**config.mk**
```make
export PLATFORM = sky130hd
export DESIGN_NAME = cube_shell_region_walker
export DESIGN_NICKNAME = d
export VERILOG_FILES = /design/src/csrw_pkg.sv /design/src/cube_shell_region_walker.sv /design/src/csrw_dp.sv /design/src/csrw_ctrl.sv
export SDC_FILE = /design/constraint.sdc
export NUM_CORES = 2
export LEC_CHECK = 0
export BUFFER_PORTS_ARGS = -buffer_cell sky130_fd_sc_hd__buf_2
export CORE_MARGIN = 5
export CORE_UTILIZATION = 55
export DETAILED_ROUTE_END_ITERATION = 12
export HOLD_SLACK_MARGIN = 0.05
export PLACE_DENSITY = 0.72
export SYNTH_ARGS = -nofsm -noshare
export SYNTH_HDL_FRONTEND = slang
export SYNTH_HIERARCHICAL = 1
export SYNTH_SLANG_ARGS = --single-unit
```
**constraint.sdc**
```tcl
create_clock -name i_clk -period 20.8 [get_ports i_clk]
set_clock_uncertainty 0.15 [all_clocks]
set_input_delay 2.08 -clock i_clk [delete_from_list [all_inputs] [get_ports i_clk]]
set_output_delay 2.08 -clock i_clk [all_outputs]
set_load 0.02 [all_outputs]
```
**src/csrw_pkg.sv**
```systemverilog
// ----------------------------------------------------------------------------
// csrw_pkg
// Shared types and constants for the cube shell region walker.
// ----------------------------------------------------------------------------
package csrw_pkg;

    localparam int COORD_BITS_DEF = 16;
    localparam int RAD_BITS       = 15;
    localparam int CFG_IDX_BITS   = 3;

    localparam logic [RAD_BITS-1:0] RADIUS_LIMIT_RST = RAD_BITS'(16);

    localparam logic MODE_RESTART = 1'b0;
    localparam logic MODE_NEXT    = 1'b1;

    typedef enum logic [CFG_IDX_BITS-1:0] {
        CFG_WMIN_X  = 3'd0,
        CFG_WMIN_Y  = 3'd1,
        CFG_WMIN_Z  = 3'd2,
        CFG_WMAX_X  = 3'd3,
        CFG_WMAX_Y  = 3'd4,
        CFG_WMAX_Z  = 3'd5,
        CFG_RLIMIT  = 3'd6
    } t_cfg_idx;

    // outcome of one walk step
    typedef enum logic [1:0] {
        DEC_FAIL = 2'd0,
        DEC_ADV  = 2'd1,
        DEC_RAD  = 2'd2,
        DEC_EMIT = 2'd3
    } t_dec;

    typedef struct packed {
        logic start;
        logic bnd1;
        logic bnd2;
        logic step;
        logic out_load;
        logic out_found;
    } t_cmd;

    typedef struct packed {
        t_dec dec;
        logic out_free;
    } t_stat;

endpackage

```
**src/cube_shell_region_walker.sv**
```systemverilog
// ----------------------------------------------------------------------------
// cube_shell_region_walker
// Walks the cells on the surface of a growing cube around a centre cell,
// clamped to a configured world box.
// ----------------------------------------------------------------------------
// A restart word (mode 0) stores the centre and returns a word with found 0
// once the result register is free. A next word (mode 1) returns the next
// shell cell after cube bound setup and the final step, with a further walk
// step for each row or plane advance or interior skip, and a growth step and
// a fresh bound setup each time the radius grows; all of this runs through
// one cursor update unit that makes one walk step per cycle while no bound
// setup runs. The final step waits while the result register
// still holds an unread word. Words are taken one at a time, and a result
// register lets the next word be taken while a result still waits.
// Configuration writes are always taken and go straight into the box and
// limit registers.
module cube_shell_region_walker import csrw_pkg::*; #(
    parameter int COORD_BITS = COORD_BITS_DEF,
    localparam int CFG_BITS  = (COORD_BITS > RAD_BITS) ? COORD_BITS : RAD_BITS
) (
    input  logic                         i_clk,
    input  logic                         i_rst_n,
    input  logic                         i_cfg_valid,
    output logic                         o_cfg_ready,
    input  logic [CFG_IDX_BITS-1:0]      i_cfg_index,
    input  logic [CFG_BITS-1:0]          i_cfg_data,
    input  logic                         i_in_valid,
    output logic                         o_in_ready,
    input  logic                         i_mode,
    input  logic signed [COORD_BITS-1:0] i_center_x,
    input  logic signed [COORD_BITS-1:0] i_center_y,
    input  logic signed [COORD_BITS-1:0] i_center_z,
    output logic                         o_out_valid,
    input  logic                         i_out_ready,
    output logic                         o_found,
    output logic signed [COORD_BITS-1:0] o_cell_x,
    output logic signed [COORD_BITS-1:0] o_cell_y,
    output logic signed [COORD_BITS-1:0] o_cell_z
);

    t_cmd  cmd;
    t_stat stat;

    assign o_cfg_ready = 1'b1;

    csrw_ctrl u_ctrl (
        .i_clk      (i_clk),
        .i_rst_n    (i_rst_n),
        .i_in_valid (i_in_valid),
        .i_mode     (i_mode),
        .o_in_ready (o_in_ready),
        .i_stat     (stat),
        .o_cmd      (cmd)
    );

    csrw_dp #(
        .COORD_BITS (COORD_BITS),
        .CFG_BITS   (CFG_BITS)
    ) u_dp (
        .i_clk       (i_clk),
        .i_rst_n     (i_rst_n),
        .i_cfg_valid (i_cfg_valid),
        .i_cfg_index (i_cfg_index),
        .i_cfg_data  (i_cfg_data),
        .i_center_x  (i_center_x),
        .i_center_y  (i_center_y),
        .i_center_z  (i_center_z),
        .i_cmd       (cmd),
        .o_stat      (stat),
        .i_out_ready (i_out_ready),
        .o_out_valid (o_out_valid),
        .o_found     (o_found),
        .o_cell_x    (o_cell_x),
        .o_cell_y    (o_cell_y),
        .o_cell_z    (o_cell_z)
    );

endmodule

```
**src/csrw_dp.sv**
```systemverilog
// ----------------------------------------------------------------------------
// csrw_dp
// Datapath: world box registers, centre, cursor and radius, per-radius cube
// bounds, one walk step per cycle while stepping is commanded, and the result register.
// ----------------------------------------------------------------------------
module csrw_dp import csrw_pkg::*; #(
    parameter int COORD_BITS = COORD_BITS_DEF,
    parameter int CFG_BITS   = COORD_BITS_DEF
) (
    input  logic                         i_clk,
    input  logic                         i_rst_n,
    input  logic                         i_cfg_valid,
    input  logic [CFG_IDX_BITS-1:0]      i_cfg_index,
    input  logic [CFG_BITS-1:0]          i_cfg_data,
    input  logic signed [COORD_BITS-1:0] i_center_x,
    input  logic signed [COORD_BITS-1:0] i_center_y,
    input  logic signed [COORD_BITS-1:0] i_center_z,
    input  t_cmd                         i_cmd,
    output t_stat                        o_stat,
    input  logic                         i_out_ready,
    output logic                         o_out_valid,
    output logic                         o_found,
    output logic signed [COORD_BITS-1:0] o_cell_x,
    output logic signed [COORD_BITS-1:0] o_cell_y,
    output logic signed [COORD_BITS-1:0] o_cell_z
);

    localparam int RW = RAD_BITS + 1;
    localparam int WB = ((COORD_BITS > RW) ? COORD_BITS : RW) + 2;
    localparam logic signed [WB-1:0] ONE = WB'(1);

    // configuration
    logic signed [COORD_BITS-1:0] r_wmin_x, r_wmin_y, r_wmin_z;
    logic signed [COORD_BITS-1:0] r_wmax_x, r_wmax_y, r_wmax_z;
    logic [RAD_BITS-1:0]          r_rlimit;

    // walk state
    logic                         r_started;
    logic signed [COORD_BITS-1:0] r_cx, r_cy, r_cz;
    logic signed [WB-1:0]         r_ux, r_uy, r_uz;
    logic [RW-1:0]                r_radius;

    // cube bounds for the current radius
    logic signed [WB-1:0] r_lo_x, r_lo_y, r_lo_z, r_hi_x, r_hi_y, r_hi_z;
    logic signed [WB-1:0] r_a0_x, r_a0_y, r_a0_z, r_a1_x, r_a1_y, r_a1_z;
    logic signed [WB-1:0] r_skip_x, r_skip_y, r_skip_z;
    logic                 r_skgt_x, r_skgt_z;
    logic                 r_outside, r_covers, r_yclip, r_zclip;

    // result register
    logic                         r_out_valid, r_found;
    logic signed [COORD_BITS-1:0] r_cell_x, r_cell_y, r_cell_z;

    logic signed [WB-1:0] wmin_x, wmin_y, wmin_z, wmax_x, wmax_y, wmax_z;
    logic signed [WB-1:0] rad_e;
    logic lt_x, lt_y, lt_z, gt_x, gt_y, gt_z;
    logic inx, inz, rad_over, fail, interior;
    logic y_wrap, zs_cond, z_wrap, xs_cond, x_wrap;
    logic signed [WB-1:0] nz, z1, nx, x2, lm1_x, lm1_y, lm1_z;
    t_dec dec;

    assign wmin_x = WB'(r_wmin_x);
    assign wmin_y = WB'(r_wmin_y);
    assign wmin_z = WB'(r_wmin_z);
    assign wmax_x = WB'(r_wmax_x);
    assign wmax_y = WB'(r_wmax_y);
    assign wmax_z = WB'(r_wmax_z);
    assign rad_e  = $signed(WB'(r_radius));

    assign lt_x = r_lo_x < wmin_x;
    assign lt_y = r_lo_y < wmin_y;
    assign lt_z = r_lo_z < wmin_z;
    assign gt_x = r_hi_x > wmax_x;
    assign gt_y = r_hi_y > wmax_y;
    assign gt_z = r_hi_z > wmax_z;

    always_comb begin
        inx      = (r_ux > r_lo_x) && (r_ux < r_hi_x);
        inz      = (r_uz > r_lo_z) && (r_uz < r_hi_z);
        rad_over = r_radius > {1'b0, r_rlimit};
        fail     = !r_started || r_outside || rad_over || r_covers;
        interior = inx && inz && (r_uy > r_lo_y) && (r_uy < r_hi_y);
        y_wrap   = r_uy > r_a1_y;

        // pass rows of interior cells in one move
        nz      = r_uz + ONE;
        zs_cond = inx && r_yclip && (nz > r_lo_z) && (nz < r_hi_z) && (nz <= r_a1_z);
        z1      = zs_cond ? r_skip_z : nz;
        z_wrap  = zs_cond ? r_skgt_z : (nz > r_a1_z);

        // pass whole planes of interior cells in one move
        nx      = r_ux + ONE;
        xs_cond = (nx <= r_a1_x) && (nx > r_lo_x) && (nx < r_hi_x) && r_yclip && r_zclip;
        x2      = xs_cond ? r_skip_x : nx;
        x_wrap  = xs_cond ? r_skgt_x : (nx > r_a1_x);

        lm1_x = r_lo_x - ONE;
        lm1_y = r_lo_y - ONE;
        lm1_z = r_lo_z - ONE;

        if (fail) begin
            dec = DEC_FAIL;
        end else if (y_wrap && z_wrap && x_wrap) begin
            dec = DEC_RAD;
        end else if (y_wrap || interior) begin
            dec = DEC_ADV;
        end else begin
            dec = DEC_EMIT;
        end
    end

    assign o_stat.dec      = dec;
    assign o_stat.out_free = !r_out_valid || i_out_ready;

    always_ff @(posedge i_clk) begin
        if (!i_rst_n) begin
            r_wmin_x <= '0;
            r_wmin_y <= '0;
            r_wmin_z <= '0;
            r_wmax_x <= '0;
            r_wmax_y <= '0;
            r_wmax_z <= '0;
            r_rlimit <= RADIUS_LIMIT_RST;
        end else if (i_cfg_valid) begin
            unique case (t_cfg_idx'(i_cfg_index))
                CFG_WMIN_X: r_wmin_x <= $signed(i_cfg_data[COORD_BITS-1:0]);
                CFG_WMIN_Y: r_wmin_y <= $signed(i_cfg_data[COORD_BITS-1:0]);
                CFG_WMIN_Z: r_wmin_z <= $signed(i_cfg_data[COORD_BITS-1:0]);
                CFG_WMAX_X: r_wmax_x <= $signed(i_cfg_data[COORD_BITS-1:0]);
                CFG_WMAX_Y: r_wmax_y <= $signed(i_cfg_data[COORD_BITS-1:0]);
                CFG_WMAX_Z: r_wmax_z <= $signed(i_cfg_data[COORD_BITS-1:0]);
                CFG_RLIMIT: r_rlimit <= i_cfg_data[RAD_BITS-1:0];
                default: ;
            endcase
        end
    end

    always_ff @(posedge i_clk) begin
        if (!i_rst_n) begin
            r_started <= 1'b0;
        end else if (i_cmd.start) begin
            r_started <= 1'b1;
        end
    end

    always_ff @(posedge i_clk) begin
        if (i_cmd.start) begin
            r_cx     <= i_center_x;
            r_cy     <= i_center_y;
            r_cz     <= i_center_z;
            r_ux     <= WB'(i_center_x);
            r_uy     <= WB'(i_center_y);
            r_uz     <= WB'(i_center_z);
            r_radius <= '0;
        end else if (i_cmd.step) begin
            case (dec)
                DEC_ADV: begin
                    if (y_wrap) begin
                        r_uy <= r_a0_y;
                        if (z_wrap) begin
                            r_uz <= r_a0_z;
                            r_ux <= x2;
                        end else begin
                            r_uz <= z1;
                        end
                    end else begin
                        r_uy <= r_skip_y;
                    end
                end
                DEC_RAD: begin
                    r_radius <= r_radius + 1'b1;
                    r_ux     <= (lm1_x > wmin_x) ? lm1_x : wmin_x;
                    r_uy     <= (lm1_y > wmin_y) ? lm1_y : wmin_y;
                    r_uz     <= (lm1_z > wmin_z) ? lm1_z : wmin_z;
                end
                DEC_EMIT: r_uy <= r_uy + ONE;
                default: ;
            endcase
        end
    end

    always_ff @(posedge i_clk) begin
        if (i_cmd.bnd1) begin
            r_lo_x    <= WB'(r_cx) - rad_e;
            r_lo_y    <= WB'(r_cy) - rad_e;
            r_lo_z    <= WB'(r_cz) - rad_e;
            r_hi_x    <= WB'(r_cx) + rad_e;
            r_hi_y    <= WB'(r_cy) + rad_e;
            r_hi_z    <= WB'(r_cz) + rad_e;
            r_outside <= (r_cx > r_wmax_x) || (r_cy > r_wmax_y) || (r_cz > r_wmax_z) ||
                         (r_cx < r_wmin_x) || (r_cy < r_wmin_y) || (r_cz < r_wmin_z);
        end
        if (i_cmd.bnd2) begin
            r_a0_x   <= lt_x ? wmin_x : r_lo_x;
            r_a0_y   <= lt_y ? wmin_y : r_lo_y;
            r_a0_z   <= lt_z ? wmin_z : r_lo_z;
            r_a1_x   <= gt_x ? wmax_x : r_hi_x;
            r_a1_y   <= gt_y ? wmax_y : r_hi_y;
            r_a1_z   <= gt_z ? wmax_z : r_hi_z;
            // first cell past the clamped run of interior cells
            r_skip_x <= gt_x ? (wmax_x + ONE) : r_hi_x;
            r_skip_y <= gt_y ? (wmax_y + ONE) : r_hi_y;
            r_skip_z <= gt_z ? (wmax_z + ONE) : r_hi_z;
            r_skgt_x <= gt_x;
            r_skgt_z <= gt_z;
            r_yclip  <= lt_y && gt_y;
            r_zclip  <= lt_z && gt_z;
            r_covers <= lt_x && lt_y && lt_z && gt_x && gt_y && gt_z;
        end
    end

    always_ff @(posedge i_clk) begin
        if (!i_rst_n) begin
            r_out_valid <= 1'b0;
        end else if (i_cmd.out_load) begin
            r_out_valid <= 1'b1;
        end else if (i_out_ready) begin
            r_out_valid <= 1'b0;
        end
    end

    always_ff @(posedge i_clk) begin
        if (i_cmd.out_load) begin
            r_found  <= i_cmd.out_found;
            r_cell_x <= i_cmd.out_found ? r_ux[COORD_BITS-1:0] : '0;
            r_cell_y <= i_cmd.out_found ? r_uy[COORD_BITS-1:0] : '0;
            r_cell_z <= i_cmd.out_found ? r_uz[COORD_BITS-1:0] : '0;
        end
    end

    assign o_out_valid = r_out_valid;
    assign o_found     = r_found;
    assign o_cell_x    = r_cell_x;
    assign o_cell_y    = r_cell_y;
    assign o_cell_z    = r_cell_z;

endmodule

```
**src/csrw_ctrl.sv**
```systemverilog
// ----------------------------------------------------------------------------
// csrw_ctrl
// Controller: accepts words, sequences bound setup and walk steps, and hands
// the outcome to the result register.
// ----------------------------------------------------------------------------
module csrw_ctrl import csrw_pkg::*; (
    input  logic  i_clk,
    input  logic  i_rst_n,
    input  logic  i_in_valid,
    input  logic  i_mode,
    output logic  o_in_ready,
    input  t_stat i_stat,
    output t_cmd  o_cmd
);

    typedef enum logic [4:0] {
        S_IDLE = 5'b00001,
        S_REST = 5'b00010,
        S_BND1 = 5'b00100,
        S_BND2 = 5'b01000,
        S_STEP = 5'b10000
    } t_state;

    t_state r_state, n_state;

    assign o_in_ready = (r_state == S_IDLE);

    always_comb begin
        n_state = r_state;
        o_cmd   = '0;
        unique case (r_state)
            S_IDLE: begin
                if (i_in_valid) begin
                    if (i_mode == MODE_RESTART) begin
                        o_cmd.start = 1'b1;
                        n_state     = S_REST;
                    end else begin
                        n_state = S_BND1;
                    end
                end
            end
            S_REST: begin
                if (i_stat.out_free) begin
                    o_cmd.out_load = 1'b1;
                    n_state        = S_IDLE;
                end
            end
            S_BND1: begin
                o_cmd.bnd1 = 1'b1;
                n_state    = S_BND2;
            end
            S_BND2: begin
                o_cmd.bnd2 = 1'b1;
                n_state    = S_STEP;
            end
            S_STEP: begin
                unique case (i_stat.dec)
                    DEC_ADV: o_cmd.step = 1'b1;
                    DEC_RAD: begin
                        o_cmd.step = 1'b1;
                        n_state    = S_BND1;
                    end
                    default: begin
                        // hold the decision until the result register frees up
                        if (i_stat.out_free) begin
                            o_cmd.step      = 1'b1;
                            o_cmd.out_load  = 1'b1;
                            o_cmd.out_found = (i_stat.dec == DEC_EMIT);
                            n_state         = S_IDLE;
                        end
                    end
                endcase
            end
            default: n_state = S_IDLE;
        endcase
    end

    always_ff @(posedge i_clk) begin
        if (!i_rst_n) begin
            r_state <= S_IDLE;
        end else begin
            r_state <= n_state;
        end
    end

endmodule

```
==> impl_summary.txt <==
----------------------------------------------------
[Run status]
  Run status ... finished clean

[Global routing]
  Number of antenna violations at the first check in global routing ... 7
  Largest net degree at the start of global routing ... 100
  Global-route congestion overflow total ... 0
  All-layer global routing usage ... 31.74%
  Via count of the first global-routing pass ... approximately 31000
  First-pass GRT wire length ... 192000 um

[Logic synthesis]
  Commonest register cell after synthesis ... sky130_fd_sc_hd__edfxtp_1
  Count of unique library cells instantiated by Yosys ... 84
  Leading cell types by total area after synthesis ... sky130_fd_sc_hd__edfxtp_1, sky130_fd_sc_hd__ha_1, sky130_fd_sc_hd__dfxtp_1, sky130_fd_sc_hd__nand2_1, sky130_fd_sc_hd__inv_1
  Synthesized area per cell ... 9.516 um^2
  FFs w/ async S/R, synth ... 0%
  Number of nets in the synthesized netlist ... 4920
  Dominant cell type by area after synthesis ... sky130_fd_sc_hd__edfxtp_1
  Proportion of netlist area held by the largest area contributor ... 30.29%
  Cell count after synthesis ... 4230
  Number of flops mapped to enable cells by yosys ... 406
  YS warnings ... 6
  Sequential element share of the synthesized area ... about 37%
  Synthesized flop and latch total ... between 500 and 600
  Cell area after technology mapping ... 40250 um^2

[Routing]
  DR vias/cell ... about 6.2
  Wire length after detailed routing ... 128900 um
  First-pass DRT Iterations ... 6
  Number of nets still failing antenna checks after routing ... 0
  Total number of vias ... 32840
  DR WL/cell ... 24.16 um
  DRC violation count after routing ... 0
  DRC marker count from the first detailed-route iteration ... about 3400

[Timing]
  Pin slew with the least headroom to its limit ... 1.264 ns
  Number of max-slew violations in the final report ... 0
  Max-slew headroom ... 15.74%
  RSZ-0062 raised after global routing ... false
  Final hold slack ... about 0.32 ns
  Clock period minus final worst setup slack ... ~7.6 ns
  Count of endpoints failing hold in the final timing report ... 0
  Final setup violating endpoints ... 0
  Final worst path period share ... 36.75%
  Total negative slack ... 0 ns
  Achievable frequency ... 130.8 MHz

[Clocking]
  Clock net sink count ... 540
  Number of buffers inserted during clock tree synthesis ... 61
  Clock root buffer ... sky130_fd_sc_hd__clkbuf_16
  Clk Latency, worst-skew pair ... between 0.6 and 0.7 ns
  Number of gates resized after cts ... 0
  CTS max path bufs ... 3
  H-tree levels ... 2
  Hold-fix buffer count after cts ... 0
  Post CTS Setup Buffer Count ... 0
  Clock tree from TritonCTS ... built
  CTS clock-pin slew for the worst setup and hold paths ... ~0.060 ns

[Worst setup path]
  Required time at the endpoint of the critical path ... 20.89 ns
  Critical path arrival ... ~7.7 ns
  Critical Path Fanout Max ... 19
  Critical path capture point type ... flip-flop
  Sort of element at the start of the critical path ... flip-flop
  Crit Path Class ... flip-flop to flip-flop

[Placed design]
  Number of port buffers ... between 100 and 150
  Gpl congestion ... 0.9720
  Half-perimeter wire length after detailed placement ... between 100000 and 150000 um

[Min path]
  Worst hold path class ... flip-flop to flip-flop

[Layout]
  Synthesis-to-layout area growth ... 9.179%
  Net count of the finished layout ... 5009
  Share of layout cells above drive strength 1 ... 7.457%

[Floorplan]
  Die boundary width ... 280.5 um
  Die Footprint ... just under 80000 um^2
  Vertical extent of the die ... 280.5 um
  Core region area ... 72710 um^2
  Floorplan row count ... 99
  Initial standard-cell utilization of the core ... 55.36%
  I/O pin total ... 125

[Pwr]
  Leakage dissipation ... 0.01771 uW
  Worst vdd ir ... 0.06713 mV
  Power density over cell area ... between 60 and 70 nW/um^2
  Design Power ... 3059 uW

[Run]
  Number of maximum-capacitance violations ... 0

----------------------------------------------------
-- critical path: stages, from the launching register on --
cell,delay (ns)
sky130_fd_sc_hd__edfxtp_1,0.51
sky130_fd_sc_hd__and4_1,0.30
sky130_fd_sc_hd__and3_1,0.24
sky130_fd_sc_hd__nand4_1,0.24
sky130_fd_sc_hd__nor2_1,0.22
sky130_fd_sc_hd__nand3_1,0.11
sky130_fd_sc_hd__xnor2_1,0.39
sky130_fd_sc_hd__ha_1,0.19
sky130_fd_sc_hd__nand4_1,0.15
sky130_fd_sc_hd__or4_1,0.51
sky130_fd_sc_hd__or3_1,0.32
sky130_fd_sc_hd__nand3_1,0.09
sky130_fd_sc_hd__buf_4,0.22
sky130_fd_sc_hd__and2_1,0.83
sky130_fd_sc_hd__nor3_1,0.19
sky130_fd_sc_hd__nor2_1,0.36
sky130_fd_sc_hd__inv_1,0.09
sky130_fd_sc_hd__ha_1,0.33
sky130_fd_sc_hd__a21oi_1,0.20
sky130_fd_sc_hd__nand2b_1,0.22
sky130_fd_sc_hd__or2_2,0.39
sky130_fd_sc_hd__o21ai_2,0.97
-- synthesized netlist by cell type (33+ instances only) --
cell type and count:
sky130_fd_sc_hd__ha_1 611, sky130_fd_sc_hd__nand2_1 482, sky130_fd_sc_hd__edfxtp_1 406, sky130_fd_sc_hd__inv_1 384, sky130_fd_sc_hd__nor2_1 218, sky130_fd_sc_hd__o21ai_0 218, sky130_fd_sc_hd__a21oi_1 185, sky130_fd_sc_hd__xnor2_1 164
sky130_fd_sc_hd__dfxtp_1 134, sky130_fd_sc_hd__a21boi_0 112, sky130_fd_sc_hd__clkbuf_1 108, sky130_fd_sc_hd__nand3_1 97, sky130_fd_sc_hd__a21o_1 94, sky130_fd_sc_hd__nand4_1 89, sky130_fd_sc_hd__mux2i_1 88, sky130_fd_sc_hd__nor3_1 72
sky130_fd_sc_hd__xor2_1 62, sky130_fd_sc_hd__o21a_1 58, sky130_fd_sc_hd__and2_1 57, sky130_fd_sc_hd__nand2b_1 53, sky130_fd_sc_hd__nor2b_1 51, sky130_fd_sc_hd__mux2_2 33
-- cells by family after synthesis --
| group | share of synthesized area (%) |
|---|---|
| flip-flops | 36.95 |
| buffers and inverters | 4.939 |
| multiplexers | 3.111 |
| other | 0.009316 |
| AO/OA/AOI/OAI | 15.69 |
| adder cells (fa/ha/maj) | 19.29 |
| AND/OR/NAND/NOR | 15.09 |
| XOR/XNOR | 4.917 |
-- final timing paths --
kind / start / endpoint / slack, ns / cells after the start
worst min-delay path: u_dp/r_wmax_z[13]$_SDFFE_PN0P_ / u_dp/r_wmax_z[13]$_SDFFE_PN0P_ / 0.32 / 2
worst max register to register: u_dp/r_uz[2]$_DFFE_PP_ / u_dp/r_ux[6]$_DFFE_PP_ / 13.16 / 21
worst min register to register: u_dp/r_wmax_z[13]$_SDFFE_PN0P_ / u_dp/r_wmax_z[13]$_SDFFE_PN0P_ / 0.32 / 2
worst max-delay path: u_dp/r_uz[2]$_DFFE_PP_ / u_dp/r_ux[6]$_DFFE_PP_ / 13.16 / 21
-- layout by cell type (no fill, tap or decap), drive strengths merged, types with 30 or more instances in the layout --
cell type  synthesis  routed
clkbuf           108      91
o21ai            220     220
xor2              62      62
nor2b             51      51
and2              58      58
nand4             89      89
nand2b            53      53
mux2i             88      88
a21o              94      94
nand2            482     482
ha               611     611
inv              384     387
nor3              75      75
edfxtp           406     406
o31a              32      32
nand3             97      97
o22ai             32      32
o21a              58      58
dfxtp            134     134
nor4              33      33
a21oi            185     185
nor2             218     218
and3              30      30
a21boi           113     113
mux2              33      33
xnor2            164     164
buf               21     155
-- metal layers --
metal	vias up	part of all wire (%)	track usage, %
met2	1396	47	52.65
met5	-	0.0093	0
met4	2	4.7	12.47
met1	15710	41	41.92
met3	277	7.7	5.001
li1	15460	-	-
-- where the power goes --
part           internal, uW  leakage, uW  switching, uW
Combinational           248       0.0118            394
Sequential             1230      0.00488           69.3
Clock                   656     0.000998            466
Total                  2130       0.0177            929
-- registers in the layout, indices dropped and copies added (netlist names), 17 cells and up --
name,cells
u_dp/r_a0_z,18
u_dp/r_skip_z,18
u_dp/r_skip_x,18
u_dp/r_uy,18
u_dp/r_uz,18
u_dp/r_a1_z,18
u_dp/r_a0_y,18
u_dp/r_hi_x,17
u_dp/r_a1_x,18
u_dp/r_lo_x,18
u_dp/r_hi_z,18
u_dp/r_lo_y,17
u_dp/r_hi_y,18
u_dp/r_skip_y,18
u_dp/r_ux,18
u_dp/r_lo_z,17
u_dp/r_a1_y,18
-- stage by stage --
| step | std cells | instance area [um^2] | worst slack (ns) | utilization [%] |
|---|---|---|---|---|
| floorplan | 4230 | 40250 | 5.049 | - |
| global placement | 5214 | 41880 | 13.49 | 57.60 |
| detailed placement | 5214 | 41880 | 13.28 | 57.60 |
| CTS | 5330 | 43930 | 13.24 | 60.42 |
| global route | 5332 | 43940 | 12.89 | 60.44 |
| finish | 5334 | 43950 | 13.16 | 60.44 |
-- layout make-up --
class,instances,area [um^2]
Fill cell,6307,28760
Multi-Input combinational cell,3176,23500
Sequential cell,540,14870
Clock buffer,91,1793
Inverter,385,1445
Tap cell,959,1200
Timing Repair Buffer,155,868.3
Clock inverter,25,260.3
Antenna cell,3,7.507
Note: power is estimated with default switching activity, not from simulation.
